===== src/hdl/apcb_pkg.sv =====
// Types, codes and constants of the axis position counter bank.
// No dependencies; used by the top level and the checker.
package apcb_pkg;

  localparam int NUM_AXES    = 4;
  localparam int COUNT_WIDTH = 32;
  localparam int SCALE_W     = 32;
  localparam int PROD_W      = COUNT_WIDTH + SCALE_W;
  localparam int MAG_W       = 20;
  localparam int POS_W       = 21;
  localparam int ADDR_W      = 4;

  localparam logic [1:0] ROTARY_AXIS = 2'd3;

  // Zero scale stands for 0.1 display LSB per count on linear axes and 0.01 on the rotary axis, in Q16.16 display LSBs.
  localparam logic [SCALE_W-1:0] MIN_SCALE_LINEAR = SCALE_W'(6554);
  localparam logic [SCALE_W-1:0] MIN_SCALE_ROTARY = SCALE_W'(655);

  localparam logic [MAG_W-1:0]  POS_LIMIT     = MAG_W'(999999);
  localparam logic [PROD_W-1:0] SAT_THRESHOLD = PROD_W'(64'd65536000000);

  typedef enum logic [2:0] {
    KIND_INC,
    KIND_DEC,
    KIND_ZERO,
    KIND_LOAD,
    KIND_CLEAR,
    KIND_READ
  } kind_t;

  typedef enum logic [1:0] {
    FLAG_CLEAR,
    FLAG_MOVED,
    FLAG_UP_ZERO,
    FLAG_DOWN_NEG
  } flag_t;

endpackage


===== src/hdl/axis_position_counter_bank.sv =====
// Axis position counter bank: four wrapping axis counts with movement flags
// and a scaled, saturated position per event.
// An accepted event passes the s1, s2 and s3 registers and the output register.
// Throughput: one event per cycle while out_stall lets the pipeline advance; the count
// update is a read-modify-write at accept, the 32x32 scale multiply has a stage of its own.
// Reset (rst, synchronous) clears counts, flags, scale registers and all valids.
module axis_position_counter_bank (
  input  logic                          clk,
  input  logic                          rst,
  // event channel
  input  logic                          in_valid,
  output logic                          in_stall,
  input  logic [2:0]                    kind,
  input  logic [1:0]                    axis,
  input  logic signed [31:0]            new_count,
  // result channel
  output logic                          out_valid,
  input  logic                          out_stall,
  output logic [1:0]                    axis_out,
  output logic signed [31:0]            count,
  output logic [1:0]                    flag,
  output logic signed [apcb_pkg::POS_W-1:0] position,
  output logic                          saturated,
  // configuration port
  input  logic                          psel,
  input  logic                          penable,
  input  logic                          pwrite,
  input  logic [apcb_pkg::ADDR_W-1:0]   paddr,
  input  logic [31:0]                   pwdata,
  output logic [31:0]                   prdata,
  output logic                          pready
);
  import apcb_pkg::*;

  logic [SCALE_W-1:0]     scale [4];
  logic [COUNT_WIDTH-1:0] axis_counts [NUM_AXES];
  flag_t                  axis_flags [NUM_AXES];

  // pipeline registers
  logic                   s1_valid, s2_valid, s3_valid;
  logic [1:0]             s1_axis, s2_axis, s3_axis;
  logic                   s1_present, s2_present, s3_present;
  logic [COUNT_WIDTH-1:0] s1_count, s2_count, s3_count;
  flag_t                  s1_flag, s2_flag, s3_flag;
  logic [COUNT_WIDTH-1:0] s2_cmag;
  logic [SCALE_W-1:0]     s2_smag;
  logic                   s2_neg, s3_neg;
  logic [PROD_W-1:0]      s3_prod;

  logic                   adv1, adv2, adv3, adv4;
  logic                   accept;
  logic                   present;
  logic [COUNT_WIDTH-1:0] cnt_cur, count_next;
  flag_t                  flag_cur, flag_next;
  logic signed [63:0]     load_ext;
  logic [COUNT_WIDTH-1:0] cmag;
  logic [SCALE_W-1:0]     scale_sel, smag;
  logic                   sneg;
  logic [MAG_W-1:0]       mag;
  logic                   sat;
  logic signed [63:0]     count_ext;

  // ---------------------------------------------------------------- config
  assign pready = 1'b1;
  assign prdata = scale[paddr[3:2]];

  always_ff @(posedge clk) begin
    if (rst) begin
      for (int i = 0; i < 4; i++) scale[i] <= '0;
    end else if (psel && penable && pwrite) begin
      scale[paddr[3:2]] <= pwdata;
    end
  end

  // ---------------------------------------------------------------- flow
  // A stage advances when it is empty or the stage after it advances.
  assign adv4     = !out_valid || !out_stall;
  assign adv3     = !s3_valid || adv4;
  assign adv2     = !s2_valid || adv3;
  assign adv1     = !s1_valid || adv2;
  assign in_stall = !adv1;
  assign accept   = in_valid && adv1;

  // ---------------------------------------------------------------- stage 1
  assign present  = 4'(axis) < 4'(NUM_AXES);
  assign load_ext = 64'(new_count);

  always_comb begin
    cnt_cur    = present ? axis_counts[axis] : '0;
    flag_cur   = present ? axis_flags[axis] : FLAG_CLEAR;
    count_next = cnt_cur;
    flag_next  = flag_cur;
    unique case (kind_t'(kind))
      KIND_INC: begin
        flag_next  = (cnt_cur == '1) ? FLAG_UP_ZERO : FLAG_MOVED;
        count_next = cnt_cur + 1'b1;
      end
      KIND_DEC: begin
        flag_next  = (cnt_cur == '0) ? FLAG_DOWN_NEG : FLAG_MOVED;
        count_next = cnt_cur - 1'b1;
      end
      KIND_ZERO:  count_next = '0;
      KIND_LOAD:  count_next = load_ext[COUNT_WIDTH-1:0];
      KIND_CLEAR: flag_next  = FLAG_CLEAR;
      KIND_READ:  ;
      default:    ;
    endcase
  end

  always_ff @(posedge clk) begin
    if (rst) begin
      for (int i = 0; i < NUM_AXES; i++) begin
        axis_counts[i] <= '0;
        axis_flags[i]  <= FLAG_CLEAR;
      end
    end else if (accept && present) begin
      axis_counts[axis] <= count_next;
      axis_flags[axis]  <= flag_next;
    end
  end

  always_ff @(posedge clk) begin
    if (rst) begin
      s1_valid <= 1'b0;
    end else if (adv1) begin
      s1_valid <= in_valid;
    end
  end

  always_ff @(posedge clk) begin
    if (accept) begin
      s1_axis    <= axis;
      s1_present <= present;
      s1_count   <= count_next;
      s1_flag    <= flag_next;
    end
  end

  // ---------------------------------------------------------------- stage 2
  // Split count and scale into magnitude and sign.
  assign cmag      = s1_count[COUNT_WIDTH-1] ? (~s1_count + 1'b1) : s1_count;
  assign scale_sel = scale[s1_axis];

  always_comb begin
    if (scale_sel == '0) begin
      smag = (s1_axis == ROTARY_AXIS) ? MIN_SCALE_ROTARY : MIN_SCALE_LINEAR;
      sneg = 1'b0;
    end else begin
      smag = scale_sel[SCALE_W-1] ? (~scale_sel + 1'b1) : scale_sel;
      sneg = scale_sel[SCALE_W-1];
    end
  end

  always_ff @(posedge clk) begin
    if (rst) begin
      s2_valid <= 1'b0;
    end else if (adv2) begin
      s2_valid <= s1_valid;
    end
  end

  always_ff @(posedge clk) begin
    if (adv2 && s1_valid) begin
      s2_axis    <= s1_axis;
      s2_present <= s1_present;
      s2_count   <= s1_count;
      s2_flag    <= s1_flag;
      s2_cmag    <= cmag;
      s2_smag    <= smag;
      s2_neg     <= s1_count[COUNT_WIDTH-1] != sneg;
    end
  end

  // ---------------------------------------------------------------- stage 3
  always_ff @(posedge clk) begin
    if (rst) begin
      s3_valid <= 1'b0;
    end else if (adv3) begin
      s3_valid <= s2_valid;
    end
  end

  always_ff @(posedge clk) begin
    if (adv3 && s2_valid) begin
      s3_axis    <= s2_axis;
      s3_present <= s2_present;
      s3_count   <= s2_count;
      s3_flag    <= s2_flag;
      s3_neg     <= s2_neg;
      s3_prod    <= PROD_W'(s2_cmag) * PROD_W'(s2_smag);
    end
  end

  // ---------------------------------------------------------------- stage 4
  // Clamp when the unshifted product reaches 1000000 display LSBs.
  assign sat       = s3_prod >= SAT_THRESHOLD;
  assign mag       = sat ? POS_LIMIT : s3_prod[16 +: MAG_W];
  assign count_ext = 64'(signed'(s3_count));

  always_ff @(posedge clk) begin
    if (rst) begin
      out_valid <= 1'b0;
    end else if (adv4) begin
      out_valid <= s3_valid;
    end
  end

  always_ff @(posedge clk) begin
    if (adv4 && s3_valid) begin
      axis_out <= s3_axis;
      if (s3_present) begin
        count     <= count_ext[31:0];
        flag      <= s3_flag;
        position  <= s3_neg ? -signed'(POS_W'(mag)) : signed'(POS_W'(mag));
        saturated <= sat;
      end else begin
        count     <= '0;
        flag      <= FLAG_CLEAR;
        position  <= '0;
        saturated <= 1'b0;
      end
    end
  end

endmodule


===== config.mk =====
export PLATFORM = sky130hd
export DESIGN_NAME = axis_position_counter_bank
export DESIGN_NICKNAME = d
export VERILOG_FILES = /design/src/hdl/apcb_pkg.sv /design/src/hdl/axis_position_counter_bank.sv
export SDC_FILE = /design/constraint.sdc
export NUM_CORES = 2
export LEC_CHECK = 0
export BUFFER_PORTS_ARGS = -buffer_cell sky130_fd_sc_hd__clkbuf_2
export CORE_ASPECT_RATIO = 0.5
export CORE_MARGIN = 1
export CORE_UTILIZATION = 60
export CTS_CLUSTER_DIAMETER = 40
export DETAILED_ROUTE_END_ITERATION = 8
export PLACE_DENSITY_LB_ADDON = 0.3
export SYNTH_ARGS = -nofsm -noshare
export SYNTH_HDL_FRONTEND = slang
export SYNTH_SLANG_ARGS = --single-unit
export TNS_END_PERCENT = 100

===== constraint.sdc =====
create_clock -name clk -period 13.1 [get_ports clk]
set_input_delay 2.62 -clock clk [delete_from_list [all_inputs] [get_ports clk]]
set_output_delay 2.62 -clock clk [all_outputs]
set_load 0.01 [all_outputs]

==> load_flow_metrics.sql <==
INSERT INTO impl_metrics (metric_group, metric, value, unit) VALUES
('sta', 'fin_crit_period', '8.92', 'ns'),
('clocking', 'clock_tree.htree_level_count', '2', ''),
('logic_synthesis', 'synthArstFlopShare', '0', ''),
('logic_synthesis', 'syn-num-nets', '6631', ''),
('detailed_routing', 'vias', '40100', ''),
('sta', 'hold_violations', '0', ''),
('clocking', 'cts_inserted_buffers', '56', ''),
('floorplanning', 'number_of_i_o_pins', '173', ''),
('critical_path', 'timing.critical_path.from_type', 'flop', ''),
('sta', 'fmax_achieved', '112', 'MHz'),
('logic_synthesis', 'postSynthAreaPerCell', '10.8', 'µm²'),
('job', 'max_capacitance_violation_count', '0', ''),
('global_route', 'gr-total-overflow', '0', ''),
('sta', 'rsz_0062_raised_after_global_routing', 'false', ''),
('critical_path', 'worst_path_most_repeated_cell', 'sky130_fd_sc_hd__fa_1', ''),
('logic_synthesis', 'post_synthesis_instance_area', '57800', 'µm²'),
('critical_path', 'cp_data_required_time', '13.46', 'ns'),
('logic_synthesis', 'synth.ff_latch_count', '549', ''),
('clocking', 'cts.repair.resized', '0', ''),
('critical_path', 'cp_max_fo', '32', ''),
('sta', 'timing_max_transition_violations_final', '0', ''),
('final_layout', 'final_layout_size_suffix_gt1_frac', '0.0886', ''),
('clocking', 'cts_tree', 'done', ''),
('clocking', 'post_cts_setup_bufs', '0', ''),
('min_path', 'hold_path.class', 'flop to flop', ''),
('detailed_routing', 'wl_per_cell', '22.6', 'µm'),
('global_route', 'first_global_vias', '43600', ''),
('detailed_routing', 'ant_nets', '0', ''),
('final_layout', 'mostFrequentLayoutCells', '917 x sky130_fd_sc_hd__inv_1, 897 x sky130_fd_sc_hd__fa_1, 734 x sky130_fd_sc_hd__and2_1, 543 x sky130_fd_sc_hd__edfxtp_1, 533 x sky130_fd_sc_hd__nand2_1', ''),
('sta', 'worst_clock_skew', '0.0647', 'ns'),
('critical_path', 'end_kind', 'flop', ''),
('critical_path', 'slowest_stage', 'sky130_fd_sc_hd__o41ai_1', ''),
('logic_synthesis', 'synth_cell_type_count', '80', ''),
('floorplanning', 'chipHeight', '222', 'µm'),
('final_layout', 'most_common_cell_after_layout_fill_and_taps_aside', 'sky130_fd_sc_hd__inv_1', ''),
('floorplanning', 'floorplan.die.width', '441', 'µm'),
('final_layout', 'layout.nets', '6648', ''),
('clocking', 'clk-insertion-delay-late', '0.67', 'ns'),
('clocking', 'ctsRootBufferMaster', 'sky130_fd_sc_hd__clkbuf_16', ''),
('placed_design', 'port-buffer-count', '169', ''),
('global_route', 'globalRouteTotalUtil', '0.322', ''),
('critical_path', 'timing.setup.critical_path_class', 'flop to flop', ''),
('sta', 'max-slew-margin-rel', '0.224', ''),
('clocking', 'clock_input_transition_at_the_sequential_cells_of_the_worst_setup_and_hold_paths', '0.07', 'ns'),
('floorplanning', 'start_util', '0.606', ''),
('detailed_routing', 'totalWireLength', '151000', 'µm'),
('sta', 'report.final.setup_viol', '0', ''),
('critical_path', 'arrival', '9.28', 'ns'),
('sta', 'layout_worst_path_cycle_share', '0.681', ''),
('global_route', 'grt_start_max_net_pins', '74', ''),
('detailed_routing', 'vias_cell', '5.99', ''),
('floorplanning', 'num_rows', '80', ''),
('sta', 'finalHoldWorstSlack', '0.395', 'ns'),
('clocking', 'max-clock-path-buffers', '3', ''),
('logic_synthesis', 'synth_sequential_area_ratio', '0.284', ''),
('detailed_routing', 'drc', '0', ''),
('clocking', 'clock_sink_count', '549', ''),
('floorplanning', 'fp.dieArea', '97700', 'µm²'),
('sta', 'timing_worst_slew_pin_value', '1.16', 'ns'),
('global_route', 'grt_first_pass_wirelength', '240000', 'µm'),
('logic_synthesis', 'postSynthCellCount', '5358', ''),
('min_path', 'hold-path-cell-count', '0', ''),
('final_layout', 'area_growth_syn_to_layout', '6.97', '%'),
('outcome', 'status', 'completed', ''),
('logic_synthesis', 'yosys_warnings', '0', ''),
('placed_design', 'gpl.final_weighted_congestion', '1.02', ''),
('logic_synthesis', 'number_of_enable_flip_flop_cells_after_synthesis', '543', ''),
('logic_synthesis', 'synth_flop_cell', 'sky130_fd_sc_hd__edfxtp_1', ''),
('floorplanning', 'placeableCoreArea', '95400', 'µm²'),
('detailed_routing', 'drt_pre_antenna_iters', '6', ''),
('placed_design', 'total_half_perimeter_wirelength_after_legalization_and_detailed_placement', '106000', 'µm'),
('global_route', 'antenna_found_initial', '10', ''),
('detailed_routing', 'detailedRoute.firstIterationViolations', '3664', ''),
('critical_path', 'cpPeakStageDelay', '0.74', 'ns'),
('clocking', 'cts.hold.buffers_added', '0', ''),
('sta', 'final.setup.tns', '0', 'ns'),
('critical_path', 'reg2regPathDepth', '28', '');
cell families (layout without fill, tap and decap cells):
logic type	count (synthesis)	in the layout	synth area share
AOI/OAI and AO/OA	444	444	0.0499
xor gates and xnor gates	138	138	0.0209
adders and majority gates	1193	1193	0.375
buffers and inverters	1217	1279	0.0796
DFF	549	549	0.284
muxes	103	103	0.0387
other	1	9	0.0000649
and+or+nand+nor	1713	1713	0.152
critical path: cells and delay by family (launching register included):
family                   cells  cell delay, ns
AND/OR/NAND/NOR              5            1.07
adder cells (fa/ha/maj)      9            4.36
XOR/XNOR                     1            0.14
AO/OA/AOI/OAI                6            1.87
flip-flops                   1            0.35
buffers and inverters        7            0.80
path summary, 6_finish.rpt:
kind	from	end	slack, ns
worst min register to register	s2_count[20]	s3_count[20]	0.40
worst max-delay path	s2_cmag[11]	s3_prod[61]	4.18
worst min-delay path	s2_count[20]	s3_count[20]	0.40
worst max register to register	s2_cmag[11]	s3_prod[61]	4.18
through the flow:
stage          cells  area [µm²]  utilization  setup slack, ns
2_1_floorplan   5358       57800            -             2.30
5_1_grt         6695       61800        0.648             3.89
3_3_place_gp    6588       59800        0.627             4.43
4_1_cts         6691       61800        0.648             4.32
6_report        6699       61900        0.648             4.18
3_5_place_dp    6588       59800        0.627             4.40
layer usage:
layer	wire length, µm	share of wire	vias up	track usage
met4	7450	0.049	2	0.144
met2	72500	0.48	2105	0.524
li1	-	-	17100	-
met3	14500	0.096	499	0.0619
met1	56800	0.38	20500	0.422
met5	12	0.000079	-	0
state kept, by name, summed over array words and instances (netlist names), 2 cells and up, named ones only:
signal and count:
flag 2, axis_out 2, s1_count 32, position 21, axis_flags 8, scale 128
s1_axis 2, s2_smag 32, s2_count 32, s2_flag 2, count 32, s2_axis 2
s3_count 32, s3_flag 2, s2_cmag 31, axis_counts 128, s1_flag 2, s3_prod 48
s3_axis 2
Yosys cell counts (23+ instances only):
cell,number,area (µm²)
sky130_fd_sc_hd__a31oi_1,24,150
sky130_fd_sc_hd__xnor2_1,101,885
sky130_fd_sc_hd__mux4_2,96,2160
sky130_fd_sc_hd__o21ai_0,50,250
sky130_fd_sc_hd__and2_1,734,4590
sky130_fd_sc_hd__a21oi_1,121,606
sky130_fd_sc_hd__nand2_1,534,2000
sky130_fd_sc_hd__xor2_1,37,324
sky130_fd_sc_hd__nor3_1,26,130
sky130_fd_sc_hd__nand3_1,23,115
sky130_fd_sc_hd__nand4_1,31,194
sky130_fd_sc_hd__a21o_1,60,450
sky130_fd_sc_hd__nor2_1,235,882
sky130_fd_sc_hd__fa_1,897,18000
sky130_fd_sc_hd__o21ai_1,47,235
sky130_fd_sc_hd__ha_1,296,3700
sky130_fd_sc_hd__clkbuf_1,272,1020
sky130_fd_sc_hd__edfxtp_1,543,16300
sky130_fd_sc_hd__inv_1,917,3440
area by class of cell:
type | instances | area, µm²
inverters | 922 | 3460
repair buffers | 254 | 1480
well taps | 1271 | 1590
multi-input cells | 3592 | 36900
clock inverters | 36 | 531
diodes | 8 | 20.0
clock buffers | 67 | 1480
fillers | 7238 | 33500
flip-flops and latches | 549 | 16400
Power is not shown: default switching activity piles up to over one toggle a cycle in this logic, so the estimate is an artifact.
